==> config.mk <==
export PLATFORM = sky130hd
export DESIGN_NAME = bnso_term
export DESIGN_NICKNAME = d
export VERILOG_FILES = /design/src/hdl/bnso_pkg.sv /design/src/hdl/bnso_term.sv
export SDC_FILE = /design/constraint.sdc
export NUM_CORES = 2
export LEC_CHECK = 0
export ABC_AREA = 1
export BUFFER_PORTS_ARGS = -buffer_cell sky130_fd_sc_hd__buf_4
export CAP_MARGIN = 5
export CORE_MARGIN = 5
export CORE_UTILIZATION = 50
export DETAILED_ROUTE_END_ITERATION = 6
export HOLD_SLACK_MARGIN = 0.08
export PLACE_DENSITY = 0.74
export SLEW_MARGIN = 10
export SYNTH_ARGS = -nofsm -noshare
export SYNTH_HDL_FRONTEND = slang
export SYNTH_SLANG_ARGS = --single-unit
==> constraint.sdc <==
create_clock -name clk -period 8.23 [get_ports clk]
set_input_delay 0.823 -clock clk [delete_from_list [all_inputs] [get_ports clk]]
set_output_delay 0.823 -clock clk [all_outputs]
set_load 0.02 [all_outputs]
==> src/hdl/bnso_pkg.sv <==
// Shared types, constants and tables for the blue-noise swap optimiser.
// Used by bnso_term, blue_noise_swap_optimizer_top, bnso_checker and tb; depends on nothing else.
package bnso_pkg;

  localparam int SIDE_W   = 6;
  localparam int CELLS    = 1 << (2 * SIDE_W);
  localparam int ADDR_W   = 2 * SIDE_W;
  localparam int VAL_W    = 16;
  localparam int E_W      = 26;
  localparam int RADIUS   = 9;
  localparam int OFF_W    = 5;
  localparam int D2_W     = 8;
  localparam int TERM_W   = 17;
  localparam int EXP_STEPS = 12;

  localparam logic [E_W-1:0] E_MAX = {E_W{1'b1}};

  localparam logic [1:0] CMD_WRITE = 2'd0;
  localparam logic [1:0] CMD_EVAL  = 2'd1;
  localparam logic [1:0] CMD_SWAP  = 2'd2;
  localparam logic [1:0] CMD_READ  = 2'd3;

  localparam logic CFG_SPATIAL = 1'b0;
  localparam logic CFG_VALUE   = 1'b1;

  typedef struct packed {
    logic [1:0]        cmd;
    logic [SIDE_W-1:0] px;
    logic [SIDE_W-1:0] py;
    logic [SIDE_W-1:0] qx;
    logic [SIDE_W-1:0] qy;
    logic [VAL_W-1:0]  pixel_value;
  } in_t;

  typedef struct packed {
    logic             accepted;
    logic [E_W-1:0]   energy_first;
    logic [E_W-1:0]   energy_second;
    logic [VAL_W-1:0] read_value;
  } out_t;

  typedef struct packed {
    logic             start;
    logic [VAL_W-1:0] diff;
    logic [D2_W-1:0]  d2;
  } term_req_t;

  // round(exp(-2^(k-8)) * 2^30)
  function automatic logic [29:0] exp_coef(input logic [3:0] k);
    logic [29:0] c;
    case (k)
      4'd0:    c = 30'd1069555702;
      4'd1:    c = 30'd1065385899;
      4'd2:    c = 30'd1057095000;
      4'd3:    c = 30'd1040708260;
      4'd4:    c = 30'd1008687096;
      4'd5:    c = 30'd947573834;
      4'd6:    c = 30'd836230973;
      4'd7:    c = 30'd651257337;
      4'd8:    c = 30'd395007542;
      4'd9:    c = 30'd145315155;
      4'd10:   c = 30'd19666268;
      4'd11:   c = 30'd360200;
      default: c = 30'd0;
    endcase
    return c;
  endfunction

  function automatic logic [6:0] sq(input logic [3:0] d);
    logic [6:0] s;
    case (d)
      4'd0:    s = 7'd0;
      4'd1:    s = 7'd1;
      4'd2:    s = 7'd4;
      4'd3:    s = 7'd9;
      4'd4:    s = 7'd16;
      4'd5:    s = 7'd25;
      4'd6:    s = 7'd36;
      4'd7:    s = 7'd49;
      4'd8:    s = 7'd64;
      4'd9:    s = 7'd81;
      default: s = 7'd0;
    endcase
    return s;
  endfunction

endpackage

==> src/hdl/bnso_term.sv <==
// One window term: bit-serial square root, then a shared multiplier for the
// weights and the exponential steps. Depends on bnso_pkg.
module bnso_term import bnso_pkg::*; (
  input  logic              clk,
  input  logic              rst_n,
  input  term_req_t         req,
  input  logic [15:0]       spatial_weight,
  input  logic [15:0]       value_weight,
  output logic              done,
  output logic [TERM_W-1:0] term
);

  typedef enum logic [5:0] {
    T_IDLE = 6'b000001,
    T_SQRT = 6'b000010,
    T_MULB = 6'b000100,
    T_MULA = 6'b001000,
    T_EXP  = 6'b010000,
    T_DONE = 6'b100000
  } tstate_t;

  tstate_t     state_r, state_nxt;
  logic [31:0] rem_r, rem_nxt;
  logic [31:0] res_r, res_nxt;
  logic [31:0] bit_r, bit_nxt;
  logic [D2_W-1:0] d2_r, d2_nxt;
  logic [24:0] t_r, t_nxt;
  logic [30:0] r_r, r_nxt;
  logic [3:0]  k_r, k_nxt;
  logic [30:0] mul_a;
  logic [29:0] mul_b;
  logic [60:0] prod;
  logic [60:0] rnd;
  logic [32:0] trial;
  logic [16:0] u;

  assign prod  = 61'(mul_a) * 61'(mul_b);
  assign rnd   = prod + 61'(32'h2000_0000);
  assign trial = 33'(res_r) + 33'(bit_r);
  assign u     = t_r[24:8];

  always_comb begin
    mul_a = '0;
    mul_b = '0;
    case (state_r)
      T_MULB: begin
        mul_a = 31'(res_r[15:0]);
        mul_b = 30'(value_weight);
      end
      T_MULA: begin
        mul_a = 31'(d2_r);
        mul_b = 30'(spatial_weight);
      end
      T_EXP: begin
        mul_a = r_r;
        mul_b = exp_coef(k_r);
      end
      default: begin
        mul_a = '0;
        mul_b = '0;
      end
    endcase
  end

  always_comb begin
    state_nxt = state_r;
    rem_nxt   = rem_r;
    res_nxt   = res_r;
    bit_nxt   = bit_r;
    d2_nxt    = d2_r;
    t_nxt     = t_r;
    r_nxt     = r_r;
    k_nxt     = k_r;
    case (state_r)
      T_IDLE: begin
        if (req.start) begin
          rem_nxt   = {req.diff, 16'd0};
          res_nxt   = '0;
          bit_nxt   = 32'h4000_0000;
          d2_nxt    = req.d2;
          state_nxt = T_SQRT;
        end
      end
      T_SQRT: begin
        if (33'(rem_r) >= trial) begin
          rem_nxt = rem_r - trial[31:0];
          res_nxt = (res_r >> 1) + bit_r;
        end else begin
          res_nxt = res_r >> 1;
        end
        bit_nxt = bit_r >> 2;
        if (bit_r[0]) begin
          state_nxt = T_MULB;
        end
      end
      T_MULB: begin
        t_nxt     = 25'(prod[31:12]);
        state_nxt = T_MULA;
      end
      T_MULA: begin
        t_nxt     = t_r + 25'(prod[23:0]);
        state_nxt = T_EXP;
        k_nxt     = 4'(EXP_STEPS - 1);
        r_nxt     = 31'h4000_0000;
      end
      T_EXP: begin
        // Beyond twelve in Q.8 the term rounds to nothing.
        if (u >= 17'd3072) begin
          r_nxt     = '0;
          state_nxt = T_DONE;
        end else begin
          if (u[k_r]) begin
            r_nxt = 31'(rnd[60:30]);
          end
          k_nxt = k_r - 4'd1;
          if (k_r == 4'd0) begin
            state_nxt = T_DONE;
          end
        end
      end
      T_DONE: begin
        state_nxt = T_IDLE;
      end
      default: begin
        state_nxt = T_IDLE;
      end
    endcase
  end

  always_ff @(posedge clk) begin
    if (!rst_n) begin
      state_r <= T_IDLE;
    end else begin
      state_r <= state_nxt;
    end
    rem_r <= rem_nxt;
    res_r <= res_nxt;
    bit_r <= bit_nxt;
    d2_r  <= d2_nxt;
    t_r   <= t_nxt;
    r_r   <= r_nxt;
    k_r   <= k_nxt;
  end

  logic [31:0] rterm;
  assign rterm = 32'(r_r) + 32'd8192;
  assign done  = (state_r == T_DONE);
  assign term  = rterm[30:14];

`ifndef ASSERT_OFF
  a_start_idle: assert property (@(posedge clk) disable iff (!rst_n)
    req.start |-> state_r == T_IDLE) else $error("term started while busy");
  a_done_pulse: assert property (@(posedge clk) disable iff (!rst_n)
    done |=> !done) else $error("term done held");
  a_term_range: assert property (@(posedge clk) disable iff (!rst_n)
    done |-> term <= 17'd65536) else $error("term above one");
`endif

endmodule

==> flow_metrics.py <==
metrics = {
    "critical_path": {
        "cp-start-kind": "flip-flop",
        "cp.buffers_inverters": 15,
        "slowest_delay_ps": 630,
        "crit_path_top_delay_cell": "fa_1",
        "arrival_ps": 9120,
        "crit_required_ps": 8520,
        "cp-end-kind": "flip-flop",
        "cp_max_fo": 7,
        "crit_top_cell": "fa_1",
        "cpLargestDelayFamily": "adder cells",
        "critPathKind": "reg -> reg",
    },
    "routing": {
        "wl_per_cell_um": 20.1,
        "drt_first_pass_iters": 6,
        "viasPerCell": 5.25,
        "ant_nets": 0,
        "drc_errors": 0,
        "wirelength_mm": 172,
        "vias": 45100,
        "drtIter0Drc": 4629,
    },
    "yosys": {
        "synth_seq_cells": 184,
        "ys.warnings.count": 0,
        "yosys-top-cells-area": "fa_1 (34%), nand2_1 (14%), inv_1 (14%)",
        "syn_inst": 6497,
        "netlist.area_leader.share": 0.341,
        "async_reset_ff_frac": 0,
        "synth_common_cells": "nand2_1 (1828), inv_1 (1750), fa_1 (810)",
        "synth_cell_types": 62,
        "synth-edff-count": 148,
        "ys_seq_area_frac": 0.109,
        "netlist_area_sq_um": 47600,
        "synthFlopType": "edfxtp_1",
        "synth_most_common_cell": "nand2_1",
        "syn_area_per_cell_sq_um": 7.33,
        "yosysTopAreaCell": "fa_1",
        "syn_nets": 7720,
    },
    "clocking": {
        "clkLatencyLatePin_ps": 520,
        "cts_sinks": 184,
        "clk_pin_slew_worst_paths_ps": 90,
        "cts_tree": "done",
        "cts_max_level": 4,
        "cts_made_buffers": 17,
        "cts_root_buf": "clkbuf_16",
        "cts_buffer_depth": 2,
    },
    "global_routing": {
        "antenna_found_initial": 2,
        "grt_pass1_wl_mm": 261,
        "grt_pass1_vias": 45400,
        "gr-total-overflow": 0,
        "grt_usage": 0.333,
        "grt_max_degree": 64,
    },
    "sta": {
        "maxSlewHeadroom": 0.232,
        "slew_violations": 0,
        "hold_viol_final": 0,
        "finalHoldWorstSlack_ps": 483,
        "timing.final.crit_period_ps": 8830,
        "fin_crit_sh": 1.07,
        "fin_worst_skew_ps": 21.2,
        "grt_setup_unrepaired": "true",
        "fin_ws_ps": -603,
        "worst_slew_pin_slew_ps": 1150,
        "fmax_mhz": 113,
        "setup_violations": 40,
    },
    "placed_design": {
        "gp_congestion": 1.04,
        "portBuffers": 76,
        "placed_area_sq_um": 55200,
        "dp.final_hpwl_mm": 141,
    },
    "finish": {
        "final_nets": 8525,
        "postLayoutCellArea_sq_um": 61400,
        "drive_gt1_frac": 0.252,
        "syn_to_final_growth_pct": 29.0,
    },
    "pwr": {
        "peakVddDrop_v": 0.000163,
        "power_density_nw_per_um2": 62.7,
        "p_leak_uw": 0.0342,
    },
    "die": {
        "pin_count": 77,
        "initial_core_util": 0.502,
        "die_w_um": 319,
        "die-area_sq_um": 101000,
        "rows": 113,
        "die-height_um": 319,
        "core_area_sq_um": 94700,
    },
    "outcome": {
        "status": "finished, violations left",
        "violations": "negative setup slack",
    },
    "min_path": {
        "hp-class": "in -> reg",
    },
    "run": {
        "drv_cap": 0,
    },
}
## cell type report
class                           instances  area (sq um)
Antenna cell                            1          2.50
Clock buffer                           17           425
Clock inverter                         15           199
Fill cell                            7910         33300
Inverter                             1803          6820
Multi-Input combinational cell       4318         38300
Sequential cell                       184          5170
Tap cell                             1265          1580
Timing Repair Buffer                  978          8900
## stage by stage
step | cells | total power, uW | utilization | setup WS [ps] | TNS [ps]
after floorplan | 6497 | 2410 | - | 4.33 | 0
after global placement | 8357 | 2860 | 0.583 | -845 | -29180
after detailed placement | 8357 | 2890 | 0.583 | -981 | -31570
after CTS | 8499 | 3820 | 0.625 | -482 | -9770
after global routing | 8580 | 4100 | 0.648 | -827 | -26290
final | 8581 | 3850 | 0.648 | -603 | -15660
## what timing repair did
action	4_1_cts	5_1_grt
setup endpoints to repair	44	45
gates cloned	6	2
gates resized for setup	576	439
hold buffers	0	0
setup buffers	110	88
pin swaps	200	204
## power breakdown
part | total [uW] | switching, uW | internal [uW]
Sequential | 1210 | 76.9 | 1130
Clock | 920 | 456 | 464
Combinational | 1720 | 1130 | 589
Total | 3850 | 1670 | 2190
## final timing paths
| path | start | to | slack (ps) | depth (start not counted) |
|---|---|---|---|---|
| setup / recovery | state_r[1] | r_r[11] | -600 | 41 |
| hold / removal | req[7] | d2_r[7] | 480 | 1 |
| setup reg to reg | state_r[1] | r_r[11] | -600 | 41 |
| hold reg to reg | bit_r[12] | bit_r[10] | 630 | 2 |
## cells in the final DEF (no fill, tap or decap), types with 31 or more instances in the layout
cell type,netlist,layout
nand3_1,160,130
inv_1,1750,1660
nor2_1,378,301
nand2_4,3,76
nor2_2,38,36
inv_2,38,115
buf_4,1,795
ha_4,0,55
edfxtp_1,148,148
fa_1,810,749
nand4_1,37,37
xor2_1,75,64
buf_6,3,82
nand2_2,45,200
xnor2_1,39,39
a21oi_2,2,31
a21oi_1,174,135
fa_2,0,61
nand2_1,1828,1600
ha_1,354,295
buf_12,0,75
nor2_4,7,86
o21ai_0,143,119
## logic make-up (layout without fill, tap and decap cells)
kind of cell               Yosys count  after routing  share of synthesized area
and+or+nand+nor                   2599           2599                      0.225
buffers and inverters             1995           2813                      0.158
adders and majority gates         1164           1164                      0.434
AOI/OAI and AO/OA                  441            441                     0.0532
DFF                                184            184                      0.109
xor gates and xnor gates           114            114                     0.0210
other                                0              1                          0
## layer usage
metal	vias up	track usage	routed length (um)
met5	-	0	0
met4	0	0.149	10500
met3	477	0.0804	17400
met2	2189	0.519	76600
met1	21800	0.445	67800
li1	20600	-	-
Note: power is estimated with default switching activity, not from simulation.
